<file path="config.mk">
export PLATFORM = sky130hd
export DESIGN_NAME = wtl_front
export DESIGN_NICKNAME = d
export VERILOG_FILES = /design/src/hdl/wtl_pkg.sv /design/src/hdl/wtl_front.sv
export SDC_FILE = /design/constraint.sdc
export NUM_CORES = 1
export LEC_CHECK = 0
export CAP_MARGIN = 20
export CORE_AREA = 2 2 198 200
export CTS_BUF_LIST = sky130_fd_sc_hd__clkbuf_8 sky130_fd_sc_hd__clkbuf_16
export CTS_CLUSTER_DIAMETER = 120
export DETAILED_ROUTE_END_ITERATION = 10
export DIE_AREA = 0 0 200 202
export DONT_BUFFER_PORTS = 1
export HOLD_SLACK_MARGIN = 0.02
export PLACE_DENSITY = 0.65
export SLEW_MARGIN = 15
export SYNTH_ARGS = -nofsm -noshare
export SYNTH_HDL_FRONTEND = slang
export SYNTH_SLANG_ARGS = --single-unit
</file>
<file path="constraint.sdc">
create_clock -name clk_i -period 5.25 [get_ports clk_i]
set_input_delay 0.525 -clock clk_i [delete_from_list [all_inputs] [get_ports clk_i]]
set_output_delay 0.525 -clock clk_i [all_outputs]
set_load 0.005 [all_outputs]
</file>
<file path="src/hdl/wtl_pkg.sv">
`timescale 1ns / 1ps

package wtl_pkg;

  localparam int RowBits     = 4;
  localparam int ColBits     = 10;
  localparam int AddrBits    = RowBits + ColBits;
  localparam int SampleBits  = 16;
  localparam int RowCntBits  = 5;
  localparam int ColCntBits  = 11;
  localparam int ColIdxBits  = 19;
  localparam int AccBits     = 42;
  localparam int FracBits    = 16;
  localparam int MagBits     = 18;
  localparam int DivBits     = 12;

  localparam logic [RowCntBits-1:0] RowsMax = 5'd16;
  localparam logic [ColCntBits-1:0] ColsMax = 11'd1024;

  typedef enum logic {
    OP_LOOKUP = 1'b0,
    OP_WRITE  = 1'b1
  } op_e;

  typedef enum logic {
    INTERP_LINEAR = 1'b0,
    INTERP_CUBIC  = 1'b1
  } interp_e;

  typedef enum logic [1:0] {
    WRAP_WRAP   = 2'd0,
    WRAP_BOUNCE = 2'd1,
    WRAP_ZERO   = 2'd2,
    WRAP_CLAMP  = 2'd3
  } wrap_e;

  typedef enum logic [1:0] {
    REG_INTERP = 2'd0,
    REG_WRAP   = 2'd1,
    REG_ROWS   = 2'd2,
    REG_COLS   = 2'd3
  } reg_e;

  typedef struct packed {
    op_e                           opcode;
    logic [15:0]                   row_position;
    logic signed [23:0]            column_phase;
    logic [RowBits-1:0]            entry_row;
    logic [ColBits-1:0]            entry_column;
    logic signed [SampleBits-1:0]  entry_value;
  } wtl_req_t;

  typedef struct packed {
    logic signed [SampleBits-1:0]  sample_out;
    logic                          saturated;
  } wtl_rsp_t;

  // Effective configuration, counts already limited to the table size.
  typedef struct packed {
    interp_e                 interp;
    wrap_e                   wrap;
    logic [RowCntBits-1:0]   rows;
    logic [ColCntBits-1:0]   cols;
  } wtl_cfg_t;

  typedef struct packed {
    logic                          is_write;
    logic [RowBits-1:0]            entry_row;
    logic [ColBits-1:0]            entry_column;
    logic signed [SampleBits-1:0]  entry_value;
    logic [RowBits-1:0]            row1;
    logic [RowBits-1:0]            row2;
    logic [FracBits-1:0]           rr;
    logic [FracBits-1:0]           t;
    logic signed [ColIdxBits-1:0]  col;
    logic [ColCntBits-1:0]         base;
  } wtl_job_t;

endpackage

</file>
<file path="src/hdl/wtl_front.sv">
`timescale 1ns / 1ps

module wtl_front import wtl_pkg::*; (
  input  logic     clk_i,
  input  logic     rst_ni,
  input  wtl_cfg_t cfg_i,
  input  logic     push,
  output logic     full,
  input  wtl_req_t req_i,
  output wtl_job_t job_o,
  output logic     job_valid_o,
  input  logic     job_ready_i
);

  typedef enum logic [2:0] {
    F_IDLE = 3'b001,
    F_DIV  = 3'b010,
    F_PUSH = 3'b100
  } fstate_e;

  fstate_e state_q, state_d;
  wtl_job_t job_q, job_d;
  logic [MagBits-1:0] mag_q, mag_d;
  logic               neg_q, neg_d;
  logic [DivBits-1:0] div_q, div_d;
  logic [DivBits-1:0] rem_q, rem_d;
  logic [4:0]         cnt_q, cnt_d;

  logic signed [34:0]           prod;
  logic [20:0]                  rp;
  logic [RowBits-1:0]           row1;
  logic signed [ColIdxBits-1:0] col_new;
  logic signed [ColIdxBits-1:0] col_neg;
  logic [DivBits-1:0]           rem_s;
  logic [DivBits-1:0]           rem_n;
  logic [DivBits-1:0]           base_w;
  logic                         need_div;

  assign full        = (state_q != F_IDLE);
  assign job_valid_o = (state_q == F_PUSH);
  assign job_o       = job_q;

  assign prod    = $signed(req_i.column_phase) * $signed({1'b0, cfg_i.cols});
  assign rp      = 21'(req_i.row_position) * 21'(cfg_i.rows);
  assign row1    = rp[19:16];
  assign col_new = prod[34:16];
  assign col_neg = -col_new;

  assign need_div = (req_i.opcode == OP_LOOKUP) && (cfg_i.cols != 11'd1) &&
                    ((cfg_i.wrap == WRAP_WRAP) || (cfg_i.wrap == WRAP_BOUNCE));

  // One bit of restoring remainder per cycle.
  assign rem_s  = {rem_q[DivBits-2:0], mag_q[MagBits-1]};
  assign rem_n  = (rem_s >= div_q) ? (rem_s - div_q) : rem_s;
  assign base_w = (neg_q && (rem_n != '0)) ? (div_q - rem_n) : rem_n;

  always_comb begin
    state_d = state_q;
    job_d   = job_q;
    mag_d   = mag_q;
    neg_d   = neg_q;
    div_d   = div_q;
    rem_d   = rem_q;
    cnt_d   = cnt_q;
    unique case (state_q)
      F_IDLE: begin
        if (push) begin
          job_d.is_write     = (req_i.opcode == OP_WRITE);
          job_d.entry_row    = req_i.entry_row;
          job_d.entry_column = req_i.entry_column;
          job_d.entry_value  = req_i.entry_value;
          job_d.row1         = row1;
          job_d.row2         = (({1'b0, row1} + 5'd1) == cfg_i.rows) ? '0 : (row1 + 4'd1);
          job_d.rr           = rp[15:0];
          job_d.t            = prod[15:0];
          job_d.col          = col_new;
          job_d.base         = '0;
          mag_d = col_new[ColIdxBits-1] ? col_neg[MagBits-1:0] : col_new[MagBits-1:0];
          neg_d = col_new[ColIdxBits-1];
          div_d = (cfg_i.wrap == WRAP_BOUNCE) ? (({1'b0, cfg_i.cols} << 1) - 12'd2)
                                              : {1'b0, cfg_i.cols};
          rem_d = '0;
          cnt_d = 5'(MagBits - 1);
          state_d = need_div ? F_DIV : F_PUSH;
        end
      end
      F_DIV: begin
        rem_d = rem_n;
        mag_d = mag_q << 1;
        cnt_d = cnt_q - 5'd1;
        if (cnt_q == '0) begin
          job_d.base = base_w[ColCntBits-1:0];
          state_d    = F_PUSH;
        end
      end
      F_PUSH: begin
        if (job_ready_i) begin
          state_d = F_IDLE;
        end
      end
      default: state_d = F_IDLE;
    endcase
  end

  always_ff @(posedge clk_i or negedge rst_ni) begin
    if (!rst_ni) begin
      state_q <= F_IDLE;
    end else begin
      state_q <= state_d;
    end
  end

  always_ff @(posedge clk_i) begin
    job_q <= job_d;
    mag_q <= mag_d;
    neg_q <= neg_d;
    div_q <= div_d;
    rem_q <= rem_d;
    cnt_q <= cnt_d;
  end

endmodule

</file>
==> results.txt, run 1 <==
Outcome -> finished with violations
Failing checks -> setup timing
Top cell type by total area after synthesis -> fa_1
Setup violations, final -> 18
First-pass detailed-route iteration total -> 5
Slew Limit Fails -> 0
Fin Hold WS -> 190.9 ps
Final Non-Filler Cells -> 2655
Flops & latches, synth -> 150
Setup_tns -> -6415 ps
Worst Path Arrival -> 5840 ps
Synth Area in Simple Gates -> 16.32%
Antenna violations before repair -> 0
Syn nets -> 2532
Worst-path cell chain -> and2_4, fa_1, inv_2, fa_1, inv_2, fa_1, fa_1, inv_2, fa_1, inv_2, ha_4, a21oi_4, nand2_4, buf_4, o21ai_4, o21ai_4, a211o_1, a2111oi_4, or3_4, and2_4, nor4_1, a211o_1
Startpoint Class -> input pin
Slowest CP cell -> fa_1
Sequential share of the synthesized area -> 23.32%
Vias -> 14100
RePlAce Congestion -> 0.8531
Final min period -> 5661 ps
Clk Latency, worst-skew pair -> 440 ps
GRT met3 Usage -> 3.537%
Final period util -> 107.8%
Crit path top cell by count -> fa_1
Fin nets -> 2621
Core region area -> 0.03829 mm²
RSZ-0062 raised after global routing -> true
Post-Syn Instances -> 2035
PortBufs -> 0
Vias in the first global route -> 14940
# IOs -> 197
Initial Util -> 50.29%
Total of max-cap violations -> 0
Post-synth EDFFs -> 147
Primary FF master, synth -> edfxtp_1
Total Wirelength -> 46.22 mm
Asr flop ratio synth -> 2.000%
GRT Util Overall -> 23.95%
Layout cell share with drive strength beyond 1 -> 17.36%
DP Cell Count -> 2606
Hold Violations, Final -> 0
CTS sink cnt -> 150
Top Usage Layer GRT -> met2
CTS buffer count -> 17
Root Driver -> clkbuf_16
Pre-CTS setup slack -> -933.7 ps
Clock Path Buffers -> 2
Slew @ Worst Pin -> 766.8 ps
CP max FO -> 11
Pin count of the biggest net entering global routing -> 62
Post-synthesis xor/xnor area fraction -> 3.594%
DIE WIDTH -> 200 µm
Critical path's top delay family -> adder cells
CTS tree -> done
Worst min-delay path class -> in -> reg
GR Util met2 -> 40.12%
Remaining DRCs -> 0
Syn-to-layout area delta -> 15.53%
Final WS setup -> -411.0 ps
Post-DP HPWL -> 36.67 mm
Top cell type's share of synthesized area -> 28.39%
H-tree depth -> 4
Fmax -> 0.1766 GHz
Synthesis Warnings -> 0
Slowest cell delay on critical path -> 550 ps
Synthesized area per cell -> 9.461 µm²
Vias per Instance -> 5.309
Met1 usage -> 32.95%
Critical Path RT -> 5430 ps
Mux cell area share after synthesis -> 0.9683%
Diode count -> 0
Worst clock skew -> 13.84 ps
FP Rows -> 72
Mapped Area -> 0.01925 mm²
Antenna Nets Post-Route -> 0
Commonest cells in the netlist -> 366 x inv_1, 292 x nand2_1, 273 x fa_1
Vert. Die Dim -> 202 µm
Worst path bufs/invs -> 5
Global-route wire length before repair -> 76.76 mm
Compound-Gate Fraction of Synth Area -> 9.696%
CP endpoint kind -> flop
Top-count cell post-synth -> inv_1
Clk slew on worst S/H paths -> 60 ps
Drt first-iter violations -> 723
Synth area leaders -> fa_1 28%, edfxtp_1 23%, ha_1 8.4%, inv_1 7.1%, nand2_1 5.7%
Routed len/inst -> 17.41 µm
Die area -> 0.04040 mm²
Relative slew slack -> 48.88%
Post-synthesis adder-cell area fraction -> 36.83%
Largest family of logic cells by synthesized area -> adder cells
WS Path Type -> in -> reg
Yosys cell types -> 85
GR Overflow Total -> 0
layer usage:
metal / wire (µm) / part of all wire, %
met1: 21010 / 45
met2: 22130 / 48
met3: 2478 / 5.4
met4: 601 / 1.3
met5: 0 / 0
worst register-to-register path, cell delays in order (launching register included):
cell,delay (ps)
edfxtp_1,520
inv_1,110
ha_1,160
inv_1,50
fa_1,390
a21o_1,210
a21oi_1,220
a21oi_1,120
o2111ai_1,190
a22o_2,250
mux2i_2,300
ha_1,320
a21o_1,190
a21oi_1,210
o21bai_1,100
a21oi_1,240
o21ai_0,190
a21o_1,210
a21oi_1,170
xnor2_1,110
or4b_1,460
a21oi_1,130
repair_timing:
item | in CTS | in global routing
hold buffers | 1 | 0
endpoints found under the hold margin | 3 | 0
buffers inserted | 12 | 2
gates cloned | 2 | 0
pin swaps | 60 | 16
resized for setup | 95 | 29
endpoints found under the setup margin | 19 | 22
final timing paths:
kind,startpoint,to,slack [ps],cells after the start
worst max-delay path,req_i[35],mag_q[17],-410,22
worst min-delay path,req_i[70],job_o[100],190,0
min in group asynchronous,rst_ni,state_q[1],350,1
worst min register to register,mag_q[8],mag_q[9],540,2
worst max register to register,mag_q[17],job_o[10],230,21
max in group asynchronous,rst_ni,state_q[0],4670,1
cell families after synthesis:
| family | count (synthesis) |
|---|---|
| DFF | 150 |
| xor gates and xnor gates | 79 |
| adders and majority gates | 403 |
| and+or+nand+nor | 650 |
| muxes | 18 |
| AOI/OAI and AO/OA | 274 |
| buffers and inverters | 461 |
cell usage in the layout, fill, tap and decap left out, drive strengths merged, types with 6 or more instances in the layout:
cell,instances
o21ai,70
nand3,14
mux2i,13
a31oi,13
nor3,29
a2111oi,6
o21bai,9
xor2,22
or2,6
a21oi,71
inv,371
nand2,295
nand4,8
nor2,88
a21o,24
nor4,17
nor2b,15
fa,273
xnor2,57
o311ai,6
a221oi,6
ha,130
o211ai,11
edfxtp,147
nand2b,17
buf,162
and2,129
clkbuf,17
a211oi,15
o21a,7
or3,12
layout make-up:
cell class	instances	area (µm²)
Fill cell	3309	16040
Multi-Input combinational cell	1426	13900
Sequential cell	150	4491
Inverter	366	1376
Timing Repair Buffer	163	1265
Tap cell	518	648.1
Clock buffer	17	425.4
Clock inverter	15	138.9
flip-flops by register name, indices dropped and copies added, names as in the netlist:
register  count
job_o       101
mag_q        18
div_q        12
rem_q        11
cnt_q         5
state_q       3
through the flow:
step / instance area (µm²) / utilization, %
2_1_floorplan: 20020 / -
3_3_place_gp: 20980 / 54.79
3_5_place_dp: 20980 / 54.79
4_1_cts: 22110 / 57.74
5_1_grt: 22240 / 58.09
6_report: 22240 / 58.09
Power of run 1 is left out: the tool's default activity adds up to more than one toggle a clock period on the data nets, which glitch-free logic cannot reach.
==> run 2: changes to the inputs <==
- RECOVER_POWER: default -> 100
==> run 2 against run 1 <==
  * The flow still finishes with violations (setup timing)
  * Cell count unchanged
  * Clock skew about the same
  * Hold slack about the same
  * Critical endpoint is now mag_q[16]
  * Critical path type unchanged
  * First-iteration DRC count increased by 1.4%
  * Non-clock buffer count unchanged
  * Clock-buffer cell count unchanged
  * Via count about the same
  * Sequential cell count unchanged
  * Worst setup slack about the same
==> results.txt, run 2 (synthesis results as in run 1) <==
Outcome -> finished with violations
Failing checks -> setup timing
GRT Util Overall -> 23.95% (unchanged)
Worst clock skew -> 13.34 ps (-0.4962 ps)
Vert. Die Dim -> 202 µm (unchanged)
Commonest non-fill, non-tap cell in the layout -> inv_1
WS Path Type -> in -> reg
Crit path top cell by count -> fa_1
Slew Limit Fails -> 0 (unchanged)
Worst R2R Path Depth -> 21 (unchanged)
H-tree depth -> 4 (unchanged)
Final Non-Filler Cells -> 2655 (unchanged)
Storage cell area -> 0.004491 mm² (unchanged)
Multi-input gate area -> 0.01390 mm² (unchanged)
Remaining DRCs -> 0 (unchanged)
Fillers -> 3309 (unchanged)
Drt first-iter violations -> 733 (+1.4%)
Final instance area -> 0.02224 mm² (unchanged)
Setup_tns -> -6423 ps (-8.070 ps)
CP max FO -> 11 (unchanged)
Antenna Nets Post-Route -> 0 (unchanged)
Final WS setup -> -410.6 ps (+0.4540 ps)
Relative slew slack -> 48.71% (-0.17 points)
Hold Path Depth -> 0 (unchanged)
Post-DP HPWL -> 36.67 mm (unchanged)
Core region area -> 0.03829 mm² (unchanged)
Pin count of the biggest net entering global routing -> 62 (unchanged)
Cell count along the critical path -> 24 (+9.1%)
Total Wirelength -> 46.25 mm (about the same)
Slowest cell delay on critical path -> 550 ps (about the same)
GR Overflow Total -> 0 (unchanged)
Final min period -> 5661 ps (-0.4540 ps)
Slew @ Worst Pin -> 769.4 ps (+2.569 ps)
# IOs -> 197 (unchanged)
Antenna violations before repair -> 0 (unchanged)
Wire length on met2 -> 22.13 mm (about the same)
Vias per Instance -> 5.308 (about the same)
Vias -> 14090 (-0.0071%)
Syn-to-layout area delta -> 15.53% (unchanged)
Layout cell share with drive strength beyond 1 -> 17.36% (unchanged)
Commonest non-fill, non-tap cells in the layout -> 360 x inv_1, 268 x nand2_1, 257 x fa_1
Slowest CP cell -> fa_1
DP Cell Count -> 2606 (unchanged)
Critical Path RT -> 5410 ps (-20 ps)
Routed len/inst -> 17.42 µm (about the same)
Clock Path Buffers -> 2 (unchanged)
Global-route wire length before repair -> 76.76 mm (unchanged)
Fmax -> 0.1767 GHz (about the same)
Root Driver -> clkbuf_16
Fin nets -> 2621 (unchanged)
Top routing layer in use -> met4
Hold Violations, Final -> 0 (unchanged)
Placed Instance Area -> 0.02098 mm² (unchanged)
Setup slack, reg-to-reg -> 230 ps (about the same)
WL met1 -> 21.03 mm (about the same)
Setup violations, final -> 18 (unchanged)
Vias in the first global route -> 14940 (unchanged)
Startpoint Class -> input pin
Diode count -> 0 (unchanged)
CTS buffer count -> 17 (unchanged)
Initial Util -> 50.29% (unchanged)
Worst path bufs/invs -> 6 (+1)
Routed met3 length -> 2.491 mm (+0.52%)
First-pass detailed-route iteration total -> 5 (unchanged)
CTS tree -> done
Critical path's top delay family -> adder cells
CP endpoint kind -> flop
Worst-path cell chain -> and2_4, fa_1, inv_2, fa_1, inv_2, fa_1, fa_1, inv_2, fa_1, inv_2, ha_4, a21oi_4, nand2_4, buf_6, o2111ai_4, nand2_2, xor2_2, inv_1, ha_2, or3b_4, nor2_4, nor4b_4, or3_1, a31oi_1
Worst min-delay path class -> in -> reg
Final period util -> 107.8% (about the same)
FP Rows -> 72 (unchanged)
Max reg flops -> 101 (unchanged)
PortBufs -> 0 (unchanged)
RePlAce Congestion -> 0.8531 (unchanged)
Clk slew on worst S/H paths -> 60 ps (about the same)
CTS sink cnt -> 150 (unchanged)
Clk Latency, worst-skew pair -> 430 ps (about the same)
Die area -> 0.04040 mm² (unchanged)
Total of max-cap violations -> 0 (unchanged)
RSZ-0062 raised after global routing -> true
Worst Path Arrival -> 5820 ps (-20 ps)
DIE WIDTH -> 200 µm (unchanged)
run 2: final timing paths:
kind	from	end
setup / recovery	req_i[35]	mag_q[16]
setup reg to reg	mag_q[17]	job_o[10]
min in group asynchronous	rst_ni	state_q[1]
hold reg to reg	mag_q[8]	mag_q[9]
max in group asynchronous	rst_ni	state_q[0]
hold / removal	req_i[70]	job_o[100]
run 2: cell type report:
| cell class | count | area share (%) |
|---|---|---|
| clock buffers | 17 | 1.913 |
| repair buffers | 163 | 5.687 |
| well taps | 518 | 2.914 |
| flip-flops and latches | 150 | 20.19 |
| inverters | 366 | 6.188 |
| clock inverters | 15 | 0.6244 |
| multi-input cells | 1426 | 62.49 |
run 2: per-layer routing:
layer | track usage [%] | up-vias
met2 | 40.12 | 391
met4 | 5.344 | 0
met5 | 0 | -
met1 | 32.95 | 6962
li1 | - | 6696
met3 | 3.537 | 45
run 2: timing repair:
action,4_1_cts,5_1_grt
hold buffers,1,0
gates cloned,2,0
endpoints found under the hold margin,3,0
resized for setup,95,29
setup endpoints to repair,19,22
setup buffers,12,2
pin swaps,60,16
run 2: worst reg2reg max path: cells and delay by family (launching register included):
family                   cells  cell delay (ps)
AO/OA/AOI/OAI               13             2430
adder cells (fa/ha/maj)      3              870
flip-flops                   1              520
AND/OR/NAND/NOR              1              460
multiplexers                 1              300
buffers and inverters        2              160
XOR/XNOR                     1              110
run 2: stage by stage:
step | setup WS (ps) | util, % | hold slack (ps)
after floorplan | -901.6 | - | 229.4
after global placement | -830.1 | 54.79 | 229.5
after detailed placement | -933.7 | 54.79 | 229.5
after CTS | -326.4 | 57.74 | 164.3
after global routing | -629.7 | 58.09 | 162.7
final | -410.6 | 58.09 | 190.7
Power of run 2 is left out for the same reason.
==> run 3: changes to the inputs <==
- MAX_ROUTING_LAYER: default -> met4
==> run 3 against run 2 <==
  * The run ends with capacitance limit, slew limit, setup timing left
  * Sequential share of layout area grew 0.050 points
  * Die area stayed put
  * Worst setup slack got worse by 35 ps
  * Global-route usage increased by 0.40 points
  * Utilization decreased by 0.14 points
  * Critical path depth unchanged
  * Cell count increased by 0.15%
  * First-iteration DRC count grew 3.7%
  * Critical endpoint is now mag_q[14]
==> results.txt, run 3 (synthesis results as in run 1) <==
Outcome -> finished with violations
Failing checks -> capacitance limit, slew limit, setup timing
Diode count -> 0 (unchanged)
Initial Util -> 50.29% (unchanged)
Layout cell share with drive strength beyond 1 -> 17.05% (-0.31 points)
Critical Path RT -> 5410 ps (about the same)
Fmax -> 0.1756 GHz (-0.61%)
Antenna violations before repair -> 0 (unchanged)
Syn-to-layout area delta -> 15.24%
Vert. Die Dim -> 202 µm (unchanged)
Min-delay src -> req_i[70]
Commonest non-fill, non-tap cells in the layout -> 358 x inv_1, 267 x nand2_1, 258 x fa_1
DIE WIDTH -> 200 µm (unchanged)
Final min period -> 5695 ps (+34.90 ps)
R2r startpoint -> mag_q[17]
FP Rows -> 72 (unchanged)
Commonest non-fill, non-tap cell in the layout -> inv_1
Slew @ Worst Pin -> 2600 ps (+1830 ps)
Drt first-iter violations -> 760 (+3.7%)
Slew Limit Fails -> 96 (+96)
Storage cell area -> 0.004491 mm² (unchanged)
Hold Violations, Final -> 0 (unchanged)
Clk Latency, worst-skew pair -> 440 ps (about the same)
Worst setup path start -> req_i[35]
Startpoint Class -> input pin
Post-DP HPWL -> 36.79 mm (+0.34%)
Global-route wire length before repair -> 75.67 mm (-1.4%)
Vias per Instance -> 5.363 (+1.0%)
Setup violations, final -> 20 (+2)
Root Driver -> clkbuf_16
RePlAce Congestion -> 0.8714 (+2.1%)
Multi-input gate area -> 0.01386 mm² (-0.29%)
CTS buffer count -> 17 (unchanged)
Core region area -> 0.03829 mm² (unchanged)
CTS sink cnt -> 150 (unchanged)
GRT Util Overall -> 24.35% (+0.40 points)
WS Path Type -> in -> reg
Fillers -> 3319 (+0.30%)
First-pass detailed-route iteration total -> 5 (unchanged)
RSZ-0062 raised after global routing -> true
Worst Path Arrival -> 5850 ps (+30 ps)
Setup slack, reg-to-reg -> -140 ps (-370 ps)
CP max FO -> 11 (unchanged)
Worst min-delay path class -> in -> reg
H-tree depth -> 4 (unchanged)
Remaining DRCs -> 0 (unchanged)
# IOs -> 197 (unchanged)
Vias in the first global route -> 14850 (-0.59%)
Antenna Nets Post-Route -> 0 (unchanged)
CTS tree -> done
Pre-CTS setup slack -> -942.4 ps (-8.685 ps)
GR Overflow Total -> 0 (unchanged)
Total of max-cap violations -> 2 (+2)
Pin count of the biggest net entering global routing -> 61 (-1.6%)
CP endpoint kind -> flop
Total Wirelength -> 46.33 mm (+0.18%)
Worst R2R Path Depth -> 21 (unchanged)
Worst clock skew -> 9.718 ps (-3.623 ps)
Hold Path Depth -> 0 (unchanged)
Routed len/inst -> 17.43 µm (about the same)
Die area -> 0.04040 mm² (unchanged)
PortBufs -> 0 (unchanged)
Fin util -> 57.95% (-0.14 points)
Vias -> 14260 (+1.2%)
Max reg flops -> 101 (unchanged)
Final WS setup -> -445.5 ps (-34.90 ps)
Setup_tns -> -5844 ps (+578.9 ps)
Fin nets -> 2626 (+0.19%)
Clock Path Buffers -> 2 (unchanged)
Clk slew on worst S/H paths -> 60 ps (about the same)
Final period util -> 108.5% (+0.66 points)
Relative slew slack -> -74.26% (-120 points)
-- run 3: cell count changes in the layout (fill, tap and decap cells not counted), moves of 3 or more --
cell,before,now
buf_4,154,144
clkbuf_1,0,8
a21oi_2,13,19
and2_1,119,114
a21oi_1,48,44
and2_0,3,7
nor2_2,6,3
-- run 3: final timing paths --
kind,endpoint
min in group asynchronous,state_q[1]
min,job_o[100]
min reg2reg,mag_q[9]
max reg2reg,job_o[10]
max,mag_q[14]
max in group asynchronous,state_q[0]
-- run 3: critical path: stages --
cell and delay (ps):
and2_4 140, fa_1 520, inv_1 50, fa_1 550, inv_2 40, fa_1 450, fa_1 490, inv_1 50
fa_1 500, inv_2 50, ha_4 240, a21oi_4 220, nand2_4 90, buf_6 120, o2111ai_4 220, nand2_2 110
xor2_2 160, inv_1 80, ha_2 190, or3b_4 400, buf_4 170, nor4_4 260, or3_1 150, a31oi_1 80
-- run 3: area by class of cell --
type	count	share of cell area, %
sequential	150	20.24
tap	518	2.921
clock inverter	14	0.3947
clock buffer	17	1.917
inverter	366	6.197
timing repair buffer	168	5.870
multi-input combinational	1426	62.46
-- run 3: what timing repair did --
action | 4_1_cts | 5_1_grt
pin swaps | 41 | 30
hold buffers | 1 | 0
endpoints found under the setup margin | 19 | 21
gates resized for setup | 91 | 41
setup buffers | 10 | 9
cloned | 2 | 0
hold endpoints to repair | 3 | 0
-- run 3: routing by layer --
layer | global-route usage, % | up-vias | part of all wire (%)
met2 | 39.38 | 401 | 47
met1 | 32.45 | 7100 | 46
met3 | 3.688 | 42 | 5.6
met4 | 5.556 | 0 | 1.2
li1 | - | 6717 | -
met5 | - | - | 0
-- run 3: through the flow --
step	std cells	hold WS [ps]	instance area [µm²]
finish	2659	180.1	22190
global route	2659	158.9	22190
CTS	2650	161.1	22040
detailed placement	2606	229.6	21000
global placement	2606	229.6	21000
floorplan	2035	229.4	20020
Power of run 3 is left out for the same reason.
