File: config.mk
export PLATFORM = sky130hd
export DESIGN_NAME = wtl_fifo
export DESIGN_NICKNAME = d
export VERILOG_FILES = /design/src/hdl/wtl_pkg.sv /design/src/hdl/wtl_fifo.sv
export SDC_FILE = /design/constraint.sdc
export NUM_CORES = 1
export LEC_CHECK = 0
export BUFFER_PORTS_ARGS = -buffer_cell sky130_fd_sc_hd__buf_4
export CAP_MARGIN = 15
export CORE_MARGIN = 3
export CORE_UTILIZATION = 45
export DETAILED_ROUTE_END_ITERATION = 12
export PLACE_DENSITY = 0.7
export SYNTH_ARGS = -nofsm -noshare
export SYNTH_HDL_FRONTEND = slang
export SYNTH_SLANG_ARGS = --single-unit
File: constraint.sdc
create_clock -name clk_i -period 15.9 [get_ports clk_i]
set_input_delay 0 -clock clk_i [delete_from_list [all_inputs] [get_ports clk_i]]
set_output_delay 0 -clock clk_i [all_outputs]
set_load 0.02 [all_outputs]
File: src/hdl/wtl_pkg.sv
`timescale 1ns / 1ps

package wtl_pkg;

  localparam int RowBits     = 4;
  localparam int ColBits     = 10;
  localparam int AddrBits    = RowBits + ColBits;
  localparam int SampleBits  = 16;
  localparam int RowCntBits  = 5;
  localparam int ColCntBits  = 11;
  localparam int ColIdxBits  = 19;
  localparam int AccBits     = 42;
  localparam int FracBits    = 16;
  localparam int MagBits     = 18;
  localparam int DivBits     = 12;

  localparam logic [RowCntBits-1:0] RowsMax = 5'd16;
  localparam logic [ColCntBits-1:0] ColsMax = 11'd1024;

  typedef enum logic {
    OP_LOOKUP = 1'b0,
    OP_WRITE  = 1'b1
  } op_e;

  typedef enum logic {
    INTERP_LINEAR = 1'b0,
    INTERP_CUBIC  = 1'b1
  } interp_e;

  typedef enum logic [1:0] {
    WRAP_WRAP   = 2'd0,
    WRAP_BOUNCE = 2'd1,
    WRAP_ZERO   = 2'd2,
    WRAP_CLAMP  = 2'd3
  } wrap_e;

  typedef enum logic [1:0] {
    REG_INTERP = 2'd0,
    REG_WRAP   = 2'd1,
    REG_ROWS   = 2'd2,
    REG_COLS   = 2'd3
  } reg_e;

  typedef struct packed {
    op_e                           opcode;
    logic [15:0]                   row_position;
    logic signed [23:0]            column_phase;
    logic [RowBits-1:0]            entry_row;
    logic [ColBits-1:0]            entry_column;
    logic signed [SampleBits-1:0]  entry_value;
  } wtl_req_t;

  typedef struct packed {
    logic signed [SampleBits-1:0]  sample_out;
    logic                          saturated;
  } wtl_rsp_t;

  // Effective configuration, counts already limited to the table size.
  typedef struct packed {
    interp_e                 interp;
    wrap_e                   wrap;
    logic [RowCntBits-1:0]   rows;
    logic [ColCntBits-1:0]   cols;
  } wtl_cfg_t;

  typedef struct packed {
    logic                          is_write;
    logic [RowBits-1:0]            entry_row;
    logic [ColBits-1:0]            entry_column;
    logic signed [SampleBits-1:0]  entry_value;
    logic [RowBits-1:0]            row1;
    logic [RowBits-1:0]            row2;
    logic [FracBits-1:0]           rr;
    logic [FracBits-1:0]           t;
    logic signed [ColIdxBits-1:0]  col;
    logic [ColCntBits-1:0]         base;
  } wtl_job_t;

endpackage

File: src/hdl/wtl_fifo.sv
`timescale 1ns / 1ps

module wtl_fifo import wtl_pkg::*; (
  input  logic     clk_i,
  input  logic     rst_ni,
  input  wtl_job_t wdata_i,
  input  logic     wvalid_i,
  output logic     wready_o,
  output wtl_job_t rdata_o,
  output logic     rvalid_o,
  input  logic     rready_i
);

  wtl_job_t   slot_q [2];
  logic       wptr_q, rptr_q;
  logic [1:0] cnt_q;
  logic       do_w, do_r;

  assign wready_o = (cnt_q != 2'd2);
  assign rvalid_o = (cnt_q != 2'd0);
  assign rdata_o  = slot_q[rptr_q];
  assign do_w     = wvalid_i && wready_o;
  assign do_r     = rready_i && rvalid_o;

  always_ff @(posedge clk_i or negedge rst_ni) begin
    if (!rst_ni) begin
      wptr_q <= 1'b0;
      rptr_q <= 1'b0;
      cnt_q  <= 2'd0;
    end else begin
      if (do_w) wptr_q <= ~wptr_q;
      if (do_r) rptr_q <= ~rptr_q;
      cnt_q <= cnt_q + {1'b0, do_w} - {1'b0, do_r};
    end
  end

  always_ff @(posedge clk_i) begin
    if (do_w) begin
      slot_q[wptr_q] <= wdata_i;
    end
  end

endmodule

==> Flow_metrics.wiki, run 1 <==
{| class="wikitable"
! Metric !! Value
|-
| TritonCTS Sinks || 206
|-
| Post-synthesis instance area || 7510 sq um
|-
| Yosys Warn Count || 0
|-
| Remaining DRCs || 0
|-
| Die ar. || 18300 sq um
|-
| Lkg Pwr || 4.17 nW
|-
| Vias in the first global route || 4631
|-
| CTS-repair resized insts || 0
|-
| Path type of the worst setup path || reg2out
|-
| Placer Congestion || 0.684
|-
| Later-pin clock latency in the skew report || 0.48 ns
|-
| Antenna Cells || 0
|-
| Pin count of the biggest net entering global routing || 57
|-
| Worst flop-to-flop path startpoint || cnt_q[1]
|-
| Relative contribution of sequential cells to total power || 0.407
|-
| Depth of the most critical reg-to-reg path || 3
|-
| Worst reg2reg path endpoint || slot_q[1][72]
|-
| Hold Crit Start || wdata_i[47]
|-
| Root Driver || clkbuf_16
|-
| Run status || complete, no violations
|-
| Worst-path fanout max || 56
|-
| Part of the total power dissipated in the clock network || 0.249
|-
| Share of total power consumed by net switching || 0.309
|-
| Post-detailed-route wirelength per cell || 17.5 microns
|-
| Number of instances in the synthesized netlist || 331
|-
| DR iter-0 viols || 166
|-
| Post-Route Skew || 0.00550 ns
|-
| Count of nets after finishing || 767
|-
| Synth Register Bits || 206
|-
| Core Region || 16100 sq um
|-
| Maximum level of the CTS H-tree || 1
|-
| Final Max Slew Viols || 0
|-
| Slack of the worst reg-to-reg path || 13.55 ns
|-
| Element type at the critical path start || register
|-
| End of the worst hold path || slot_q[0][47]
|-
| CTS Buffer Depth || 3
|-
| Wire length of the first global-routing pass || 23.7 mm
|-
| Placement row count || 46
|-
| Most common library cell in the layout ignoring fill and taps || buf_4
|-
| TritonCTS buffer count || 22
|-
| Post-synthesis to final-layout area growth || 46.7%
|-
| Kind of capture point of the worst setup path || output pin
|-
| Placed wire-length estimate || 9.16 mm
|-
| Chip height || 135 microns
|-
| Internal power || 1.35 mW
|-
| Max stage delay on crit path || 0.83 ns
|-
| Hold Crit Class || in2reg
|-
| Hold Slack || 0.239 ns
|-
| Buffers added on ports || 207
|-
| Setup repair after global routing missed its margin || false
|-
| Ports placed on the boundary || 208
|-
| Worst relative slew slack || 0.464
|-
| Starting density of the core || 0.466
|-
| Post-Synthesis Net Count || 438
|-
| Layout cell share with drive strength beyond 1 || 0.517
|-
| Number of vias per cell || 4.76
|-
| Initial antenna violation count || 0
|-
| Total congestion overflow after global routing || 0
|-
| Distinct cell type count after synthesis || 15
|-
| FMAX || 0.365 GHz
|-
| Finish-stage setup viols || 0
|-
| Sequential cell area fraction in the yosys report || 0.821
|-
| Cells on Worst Hold Path || 2
|-
| CTS clock-pin slew for the worst setup and hold paths || 0.06 ns
|-
| Router iterations before antenna repair || 4
|-
| Post-synthesis area per instance || 22.7 sq um
|-
| Minimum period implied by the final worst setup slack || 2.74 ns
|-
| Number of failing hold endpoints at the final stage || 0
|-
| Fill count || 1066
|-
| Switching power || 0.602 mW
|-
| Max-cap violation count || 0
|-
| CTS hold repair buffers || 105
|-
| Remaining antenna violation count || 0
|-
| Critical-path cell list || buf_4, mux2_2, buf_4
|-
| Number of buffers inserted by post-CTS setup repair || 0
|-
| Via count of the routed design || 4237
|-
| Setup Total Neg Slack || 0 ns
|-
| Critical path arrival || 2.74 ns
|-
| Routed wire length || 15.6 mm
|-
| Commonest cells after routing, fill and taps aside || buf_4 (211), edfxtp_1 (202), dlygate4sd3_1 (105)
|-
| Power Density || 177 nW/um^2
|-
| Crit path top cell by count || buf_4
|-
| Data required, critical path || 15.90 ns
|-
| Final Cycle Share || 0.172
|-
| Overall die width || 135 microns
|-
| VDD IR max || 0.107 mV
|-
| Proportion of power drawn by combinational gates || 0.344
|-
| Global router's overall resource usage || 0.165
|-
| Crit-path slowest cell || dfrtp_4
|-
| Clock tree from TritonCTS || done
|-
| Worst Tran Pin Value || 0.803 ns
|}
==> cells by family (layout without fill, tap and decap cells) <==
family                   Yosys count  count (layout)  share of synthesized area
adder cells (fa/ha/maj)            2               2                    0.00333
multiplexers                     101             101                      0.151
AND/OR/NAND/NOR                    6               6                    0.00466
buffers and inverters             12             356                     0.0153
flip-flops                       206             206                      0.821
XOR/XNOR                           4               4                    0.00466
==> worst max-delay path by stage <==
stage / start / to / slack [ns] / cells after the start
detailed placement: cnt_q[1] / slot_q[1][30] / 13.54 / 3
finish: rptr_q / rdata_o[92] / 13.16 / 3
global placement: cnt_q[1] / slot_q[1][72] / 13.59 / 3
floorplan: cnt_q[1] / slot_q[0][0] / 10.38 / 3
CTS: rptr_q / rdata_o[92] / 13.12 / 3
global route: rptr_q / rdata_o[92] / 13.03 / 3
==> cell type report <==
type	instances	area, sq um	share of cell area
well taps	216	270	0.0245
inverters	1	3.75	0.000341
repair buffers	316	2640	0.239
clock buffers	25	583	0.0529
multi-input cells	113	1240	0.113
clock inverters	14	114	0.0103
flip-flops and latches	206	6170	0.560
==> layer usage <==
| layer | routed length [microns] | up-vias | GRT usage | part of all wire |
|---|---|---|---|---|
| li1 | - | 1977 | - | - |
| met5 | 0 | - | 0 | 0 |
| met3 | 1100 | 33 | 0.0438 | 0.071 |
| met4 | 335 | 0 | 0.0487 | 0.022 |
| met1 | 6130 | 2066 | 0.203 | 0.39 |
| met2 | 8000 | 161 | 0.286 | 0.51 |
==> critical path, delay by kind of cell, from the launching register on <==
kind	cells	cell delay [ns]
buffers and inverters	2	0.88
DFF	1	0.83
muxes	1	0.44
==> synth_stat cells <==
cell | instances | area (sq um)
nand2b_1 | 1 | 6.26
dfrtp_1 | 4 | 100
mux2_2 | 101 | 1140
xnor2_1 | 3 | 26.3
inv_1 | 1 | 3.75
nor2_1 | 1 | 3.75
buf_6 | 9 | 101
buf_2 | 2 | 10.0
and3_1 | 1 | 6.26
nand2_1 | 1 | 3.75
and2_4 | 1 | 8.76
ha_1 | 2 | 25.0
xor2_1 | 1 | 8.76
edfxtp_1 | 202 | 6070
or2_2 | 1 | 6.26
==> power groups by stage <==
stage,clock [mW],sequential (mW),combinational [mW]
2_1_floorplan,0,0.788,0.432
5_1_grt,0.518,0.806,0.715
6_report,0.485,0.794,0.672
3_3_place_gp,0,0.798,0.651
4_1_cts,0.500,0.795,0.681
3_5_place_dp,0,0.806,0.655
==> flip-flops by register name (all words and copies together), names as in the netlist <==
name and count:
rptr_q 1, cnt_q 2, slot_q 202, wptr_q 1
==> metrics by stage <==
stage / setup slack, ns / util / cell area [sq um] / power, mW / cells
floorplan: 10.38 / - / 7510 / 1.22 / 331
global placement: 13.59 / 0.575 / 9270 / 1.45 / 747
detailed placement: 13.54 / 0.575 / 9270 / 1.46 / 747
CTS: 13.12 / 0.684 / 11000 / 1.98 / 891
global route: 13.03 / 0.684 / 11000 / 2.04 / 891
finish: 13.16 / 0.684 / 11000 / 1.95 / 891
Note: power is estimated with default switching activity, not from simulation.
==> run 2: changes to the inputs <==
- PLACE_DENSITY: 0.7 -> 0.73
- clock period: 15.9 -> 2.5 ns (I/O delays scaled with it)
==> run 2 against run 1 <==
Effect of this change:
- final area increased by 0.19%
- first-iteration DRC count rose by 39%
- clock skew rose by 0.0029 ns
- largest power group unchanged
- worst setup slack lost 13 ns
- sequential power rose to 6.2 times the previous value
- register-to-register slack lost 13 ns
- cell count shrank 0.22%
- sequential share of layout area decreased by 0.11 points
- die area unchanged
- global-route usage rose by 0.33 points
==> Flow_metrics.wiki, run 2 (same netlist as run 1, synthesis figures left out) <==
{| class="wikitable"
! Metric !! Value
|-
| Wire length of the first global-routing pass || 24.1 mm (was 23.7 mm)
|-
| Router iterations before antenna repair || 4 (unchanged)
|-
| Overall die width || 135 microns (unchanged)
|-
| Global router's overall resource usage || 0.168 (was 0.165)
|-
| Hold Crit Class || in2reg (unchanged)
|-
| Largest registers || slot_q (202), cnt_q (2) (unchanged)
|-
| Die ar. || 18300 sq um (unchanged)
|-
| Antenna Cells || 0 (unchanged)
|-
| FMAX || 0.490 GHz
|-
| Finish-stage setup viols || 0 (unchanged)
|-
| CTS hold repair buffers || 105 (unchanged)
|-
| Proportion of power drawn by combinational gates || 0.361 (was 0.344)
|-
| CTS Buffer Depth || 3 (unchanged)
|-
| Post-detailed-route wirelength per cell || 17.8 microns (was 17.5 microns)
|-
| Most common library cell in the layout ignoring fill and taps || buf_4 (unchanged)
|-
| Clock tree from TritonCTS || done (unchanged)
|-
| Remaining DRCs || 0 (unchanged)
|-
| Final Max Slew Viols || 0 (unchanged)
|-
| Switching power || 3.80 mW (was 0.602 mW)
|-
| Setup repair after global routing missed its margin || false (unchanged)
|-
| Lkg Pwr || 4.16 nW (was 4.17 nW)
|-
| Sequential Area || 6170 sq um (unchanged)
|-
| CTS clock-pin slew for the worst setup and hold paths || 0.06 ns (about the same)
|-
| Max FFs per register || 202 (unchanged)
|-
| Buffers added on ports || 207 (unchanged)
|-
| Worst setup slack after layout || 0.458 ns (was 13.16 ns)
|-
| Total congestion overflow after global routing || 0 (unchanged)
|-
| Count of nets after finishing || 766 (was 767)
|-
| Core Region || 16100 sq um (unchanged)
|-
| Pin count of the biggest net entering global routing || 103 (was 57)
|-
| Worst relative slew slack || 0.555 (was 0.464)
|-
| Root Driver || clkbuf_16 (unchanged)
|-
| Layout cell share with drive strength beyond 1 || 0.511 (was 0.517)
|-
| Critical path arrival || 2.04 ns (was 2.74 ns)
|-
| Starting density of the core || 0.466 (unchanged)
|-
| VDD IR max || 0.971 mV (was 0.107 mV)
|-
| Via count of the routed design || 4225 (was 4237)
|-
| Remaining antenna violation count || 0 (unchanged)
|-
| TritonCTS Sinks || 206 (unchanged)
|-
| Share of total power consumed by net switching || 0.306 (was 0.309)
|-
| Element type at the critical path start || register (unchanged)
|-
| Number of vias per cell || 4.75 (was 4.76)
|-
| Hold Slack || 0.243 ns (was 0.239 ns)
|-
| Power after layout || 12.4 mW (was 1.95 mW)
|-
| Count of placed standard cells in the final layout, fillers left out || 889 (was 891)
|-
| Routed wire length || 15.8 mm (was 15.6 mm)
|-
| Kind of capture point of the worst setup path || output pin (unchanged)
|-
| Vias in the first global route || 4686 (was 4631)
|-
| Path type of the worst setup path || reg2out (unchanged)
|-
| Worst Setup Slack post-DPL || 0.700 ns (was 13.54 ns)
|-
| Number of failing hold endpoints at the final stage || 0 (unchanged)
|-
| Worst-path fanout max || 102 (was 56)
|-
| Ports placed on the boundary || 208 (unchanged)
|-
| Number of buffers inserted by post-CTS setup repair || 0 (unchanged)
|-
| Worst Tran Pin Value || 0.668 ns (was 0.803 ns)
|-
| Chip height || 135 microns (unchanged)
|-
| Post-synthesis to final-layout area growth || 47.0% (was 46.7%)
|-
| Relative contribution of sequential cells to total power || 0.396 (was 0.407)
|-
| Maximum level of the CTS H-tree || 1 (unchanged)
|-
| Max-cap violation count || 0 (unchanged)
|-
| Post-Route Skew || 0.00841 ns (was 0.00550 ns)
|-
| Number of placed instances with taps included || 747 (unchanged)
|-
| Initial antenna violation count || 0 (unchanged)
|-
| Run status || complete, no violations (unchanged)
|-
| Final Cycle Share || 0.817
|-
| Internal power || 8.63 mW (was 1.35 mW)
|-
| Part of the total power dissipated in the clock network || 0.243 (was 0.249)
|-
| Minimum period implied by the final worst setup slack || 2.04 ns
|-
| Later-pin clock latency in the skew report || 0.48 ns (about the same)
|-
| DR iter-0 viols || 230 (was 166)
|-
| Commonest cells after routing, fill and taps aside || buf_4 (208), edfxtp_1 (202), dlygate4sd3_1 (105) (was buf_4 (211), edfxtp_1 (202), dlygate4sd3_1 (105))
|-
| Fill count || 1062 (was 1066)
|-
| Power Density || 1130 nW/um^2 (was 177 nW/um^2)
|-
| CTS-repair resized insts || 0 (unchanged)
|-
| Placed wire-length estimate || 9.02 mm (was 9.16 mm)
|-
| Data required, critical path || 2.50 ns (was 15.90 ns)
|-
| Placement row count || 46 (unchanged)
|-
| Register with the highest flop count || slot_q (unchanged)
|-
| Footprint of the multi-input gates || 1260 sq um (was 1240 sq um)
|-
| Placer Congestion || 0.699 (was 0.684)
|-
| TritonCTS buffer count || 21 (was 22)
|}
==> run 2: changes by cell type in the layout (fill, tap and decap cells not counted), sizes merged <==
cell	previous run	this run
bufinv	2	3
clkinv	12	5
clkbuf	25	29
==> run 2: area by class of cell <==
class                   instances  share of cell area
clock buffers                  29              0.0503
well taps                     216              0.0245
repair buffers                316               0.242
inverters                       1            0.000340
clock inverters                 8             0.00997
multi-input cells             113               0.114
flip-flops and latches        206               0.559
==> run 2: per-stage QoR <==
stage	util	instance area (sq um)	TNS, ns
detailed placement	0.579	9330	0
finish	0.685	11000	0
floorplan	-	7540	-3.18
CTS	0.685	11000	0
global placement	0.579	9330	0
global route	0.685	11000	0
==> run 2: critical path, cell delays in order, from the launching register on <==
cell and delay (ns):
dfrtp_4 0.41, buf_12 0.37, mux2_2 0.44, buf_4 0.16
==> run 2: power groups by stage <==
stage | Combinational, mW | Sequential (mW) | Clock (mW)
detailed placement | 4.36 | 4.98 | 0
floorplan | 2.77 | 4.94 | 0
global route | 4.78 | 4.98 | 3.21
global placement | 4.33 | 4.93 | 0
CTS | 4.53 | 4.92 | 3.09
finish | 4.49 | 4.92 | 3.02
==> run 2: final timing paths <==
| kind | start | end | slack (ns) | depth (start not counted) |
|---|---|---|---|---|
| max | rptr_q | rdata_o[81] | 0.46 | 3 |
| min | wdata_i[16] | slot_q[0][16] | 0.24 | 2 |
| max reg2reg | cnt_q[1] | cnt_q[1] | 0.70 | 7 |
| min reg2reg | cnt_q[0] | cnt_q[0] | 0.53 | 1 |
| max in group asynchronous | rst_ni | rptr_q | 1.86 | 3 |
| min in group asynchronous | rst_ni | cnt_q[1] | 0.44 | 3 |
==> run 2: routing by layer <==
| metal | wire length, microns | up-vias | GRT usage |
|---|---|---|---|
| li1 | - | 1967 | - |
| met1 | 5910 | 2074 | 0.192 |
| met2 | 8510 | 160 | 0.309 |
| met3 | 1090 | 24 | 0.0494 |
| met4 | 336 | 0 | 0.0431 |
| met5 | 0 | - | 0 |
==> run 3: changes to the inputs <==
- PLACE_DENSITY: 0.73 -> 0.7
- clock period: 2.5 -> 2.1 ns (I/O delays scaled with it)
==> run 3 against run 2 <==
Effect of this change:
- sequential share of layout area is 0.16 points lower
- first-iteration DRC count down 21%
- hold slack better by 0.00065 ns
- clock skew is 0.0028 ns higher
- combinational power up 20%
- cell count up 0.22%
- register-to-register slack got worse by 0.41 ns
- die area did not move
- count of clock-buffer cells in the layout up 2
- highest routed layer unchanged
==> Flow_metrics.wiki, run 3 (same netlist as run 1, synthesis figures left out) <==
{| class="wikitable"
! Metric !! Value
|-
| Remaining DRCs || 0 (unchanged)
|-
| Count of nets after finishing || 768 (was 766)
|-
| Setup Total Neg Slack || 0 ns (unchanged)
|-
| Hold Crit Start || wdata_i[10] (was wdata_i[16])
|-
| Final Cycle Share || 0.861
|-
| Lkg Pwr || 4.18 nW (was 4.16 nW)
|-
| Most common library cell in the layout ignoring fill and taps || buf_4 (unchanged)
|-
| Depth of the most critical reg-to-reg path || 7 (unchanged)
|-
| Worst reg2reg path endpoint || cnt_q[1] (unchanged)
|-
| Family with the most delay on the worst path || simple AND/OR/NAND/NOR gates (was buffers and inverters)
|-
| Final standard cell area without fillers || 11100 sq um (was 11000 sq um)
|-
| Max FFs per register || 202 (unchanged)
|-
| Power after layout || 14.7 mW (was 12.4 mW)
|-
| Remaining antenna violation count || 0 (unchanged)
|-
| DR iter-0 viols || 181 (was 230)
|-
| Wire length of the first global-routing pass || 23.5 mm (was 24.1 mm)
|-
| VDD IR max || 0.867 mV (was 0.971 mV)
|-
| Post-detailed-placement cell area || 9380 sq um (was 9330 sq um)
|-
| Post-detailed-route wirelength per cell || 17.2 microns (was 17.8 microns)
|-
| Hold Crit Class || in2reg (unchanged)
|-
| Cells on Worst Hold Path || 2 (unchanged)
|-
| Number of failing hold endpoints at the final stage || 0 (unchanged)
|-
| FMAX || 0.553 GHz
|-
| Data required, critical path || 2.50 ns (about the same)
|-
| Maximum level of the CTS H-tree || 1 (unchanged)
|-
| Minimum period implied by the final worst setup slack || 1.81 ns
|-
| Met3 demand-to-capacity share in global routing || 0.0438 (was 0.0494)
|-
| Worst relative slew slack || 0.789 (was 0.555)
|-
| Placed wire-length estimate || 9.31 mm (was 9.02 mm)
|-
| Global router's overall resource usage || 0.160 (was 0.168)
|-
| Core Region || 16100 sq um (unchanged)
|-
| Largest registers || slot_q (202), cnt_q (2) (unchanged)
|-
| Chip height || 135 microns (unchanged)
|-
| Worst setup slack after layout || 0.293 ns (was 0.458 ns)
|-
| Clock tree from TritonCTS || done (unchanged)
|-
| Kind of capture point of the worst setup path || register (was output pin)
|-
| Ports placed on the boundary || 208 (unchanged)
|-
| TritonCTS Sinks || 206 (unchanged)
|-
| Worst Setup Slack post-DPL || 0.298 ns (was 0.700 ns)
|-
| TritonCTS buffer count || 21 (unchanged)
|-
| CTS hold repair buffers || 105 (unchanged)
|-
| CTS-repair resized insts || 0 (unchanged)
|-
| Met1 routing resource usage after global routing || 0.188 (was 0.192)
|-
| Run status || complete, no violations (unchanged)
|-
| Later-pin clock latency in the skew report || 0.47 ns (was 0.48 ns)
|-
| Finish-stage setup viols || 0 (unchanged)
|-
| CTS clock-pin slew for the worst setup and hold paths || 0.06 ns (about the same)
|-
| Post-synthesis to final-layout area growth || 47.4% (was 47.0%)
|-
| Via count of the routed design || 4230 (was 4225)
|-
| Buffers and inverters on the worst path || 1 (was 2)
|-
| Crit-path slowest cell || dfrtp_1 (was mux2_2)
|-
| Router iterations before antenna repair || 4 (unchanged)
|-
| Routed wire length || 15.3 mm (was 15.8 mm)
|-
| Critical-path cell list || or2_2, and2_4, ha_1, inv_1, ha_1, xnor2_1, xnor2_1 (was buf_12, mux2_2, buf_4)
|-
| Placement row count || 46 (unchanged)
|-
| Overall die width || 135 microns (unchanged)
|-
| Met2 Use GR || 0.291 (was 0.309)
|-
| Post-Route Skew || 0.0112 ns (was 0.00841 ns)
|-
| CTS Buffer Depth || 3 (unchanged)
|-
| Number of vias per cell || 4.75 (about the same)
|-
| Register with the highest flop count || slot_q (unchanged)
|-
| Setup repair after global routing missed its margin || false (unchanged)
|-
| Max-cap violation count || 0 (unchanged)
|-
| Buffers added on ports || 207 (unchanged)
|-
| Layout cell share with drive strength beyond 1 || 0.516 (was 0.511)
|-
| Antenna Cells || 0 (unchanged)
|-
| Number of buffers inserted by post-CTS setup repair || 0 (unchanged)
|-
| Root Driver || clkbuf_16 (unchanged)
|-
| Slack of the worst reg-to-reg path || 0.29 ns (was 0.70 ns)
|-
| Final Max Slew Viols || 0 (unchanged)
|-
| Max stage delay on crit path || 0.43 ns (was 0.44 ns)
|-
| Starting density of the core || 0.466 (unchanged)
|-
| Critical path arrival || 2.20 ns (was 2.04 ns)
|-
| Die ar. || 18300 sq um (unchanged)
|-
| Power Density || 1330 nW/um^2 (was 1130 nW/um^2)
|-
| Worst flop-to-flop path startpoint || cnt_q[1] (unchanged)
|-
| End of the worst hold path || slot_q[0][10] (was slot_q[0][16])
|-
| Total congestion overflow after global routing || 0 (unchanged)
|-
| Placer Congestion || 0.698 (was 0.699)
|-
| Worst Tran Pin Value || 0.317 ns (was 0.668 ns)
|-
| Initial antenna violation count || 0 (unchanged)
|-
| Fill count || 1041 (was 1062)
|-
| Vias in the first global route || 4722 (was 4686)
|-
| Element type at the critical path start || register (unchanged)
|-
| Commonest cells after routing, fill and taps aside || buf_4 (207), edfxtp_1 (202), dlygate4sd3_1 (105) (was buf_4 (208), edfxtp_1 (202), dlygate4sd3_1 (105))
|-
| Path type of the worst setup path || reg2reg (was reg2out)
|-
| Worst-path fanout max || 3 (was 102)
|-
| Busiest layer in global routing || met2 (unchanged)
|-
| Pin count of the biggest net entering global routing || 55 (was 103)
|}
run 3: changes by cell type in the layout (fill, tap and decap cells not counted), sizes merged:
cell	change
buf	+2
clkbuf	+2
bufinv	-2
run 3: final cells by class:
class                   count  area (sq um)  area share
clock inverters             6          51.3     0.00463
clock buffers              31           593      0.0536
flip-flops and latches    206          6170       0.557
inverters                   1          3.75    0.000339
repair buffers            318          2730       0.246
multi-input cells         113          1260       0.114
well taps                 216           270      0.0244
run 3: worst max-delay path by stage:
stage / startpoint / end / slack (ns) / cells past startpoint
2_1_floorplan: cnt_q[1] / slot_q[0][0] / -0.43 / 3
3_3_place_gp: cnt_q[1] / cnt_q[1] / 0.36 / 7
3_5_place_dp: cnt_q[1] / cnt_q[1] / 0.30 / 7
4_1_cts: rptr_q / rdata_o[17] / 0.28 / 3
5_1_grt: cnt_q[1] / cnt_q[1] / 0.24 / 7
6_report: cnt_q[1] / cnt_q[1] / 0.29 / 7
run 3: per-layer routing:
layer | vias to the layer above | wire length, microns
met1 | 2077 | 5970
met5 | - | 0
li1 | 1973 | -
met4 | 0 | 354
met3 | 27 | 1040
met2 | 153 | 7930
run 3: power by group:
part           switching, mW  internal [mW]  total [mW]
Clock                   1.38           2.07        3.45
Sequential             0.228           5.62        5.85
Combinational           2.89           2.51        5.40
run 3: stage by stage:
stage	utilization	hold slack, ns	instances
global placement	0.582	-0.202	749
floorplan	-	-0.296	331
CTS	0.687	0.231	891
finish	0.687	0.243	891
global route	0.687	0.240	891
detailed placement	0.582	-0.199	749
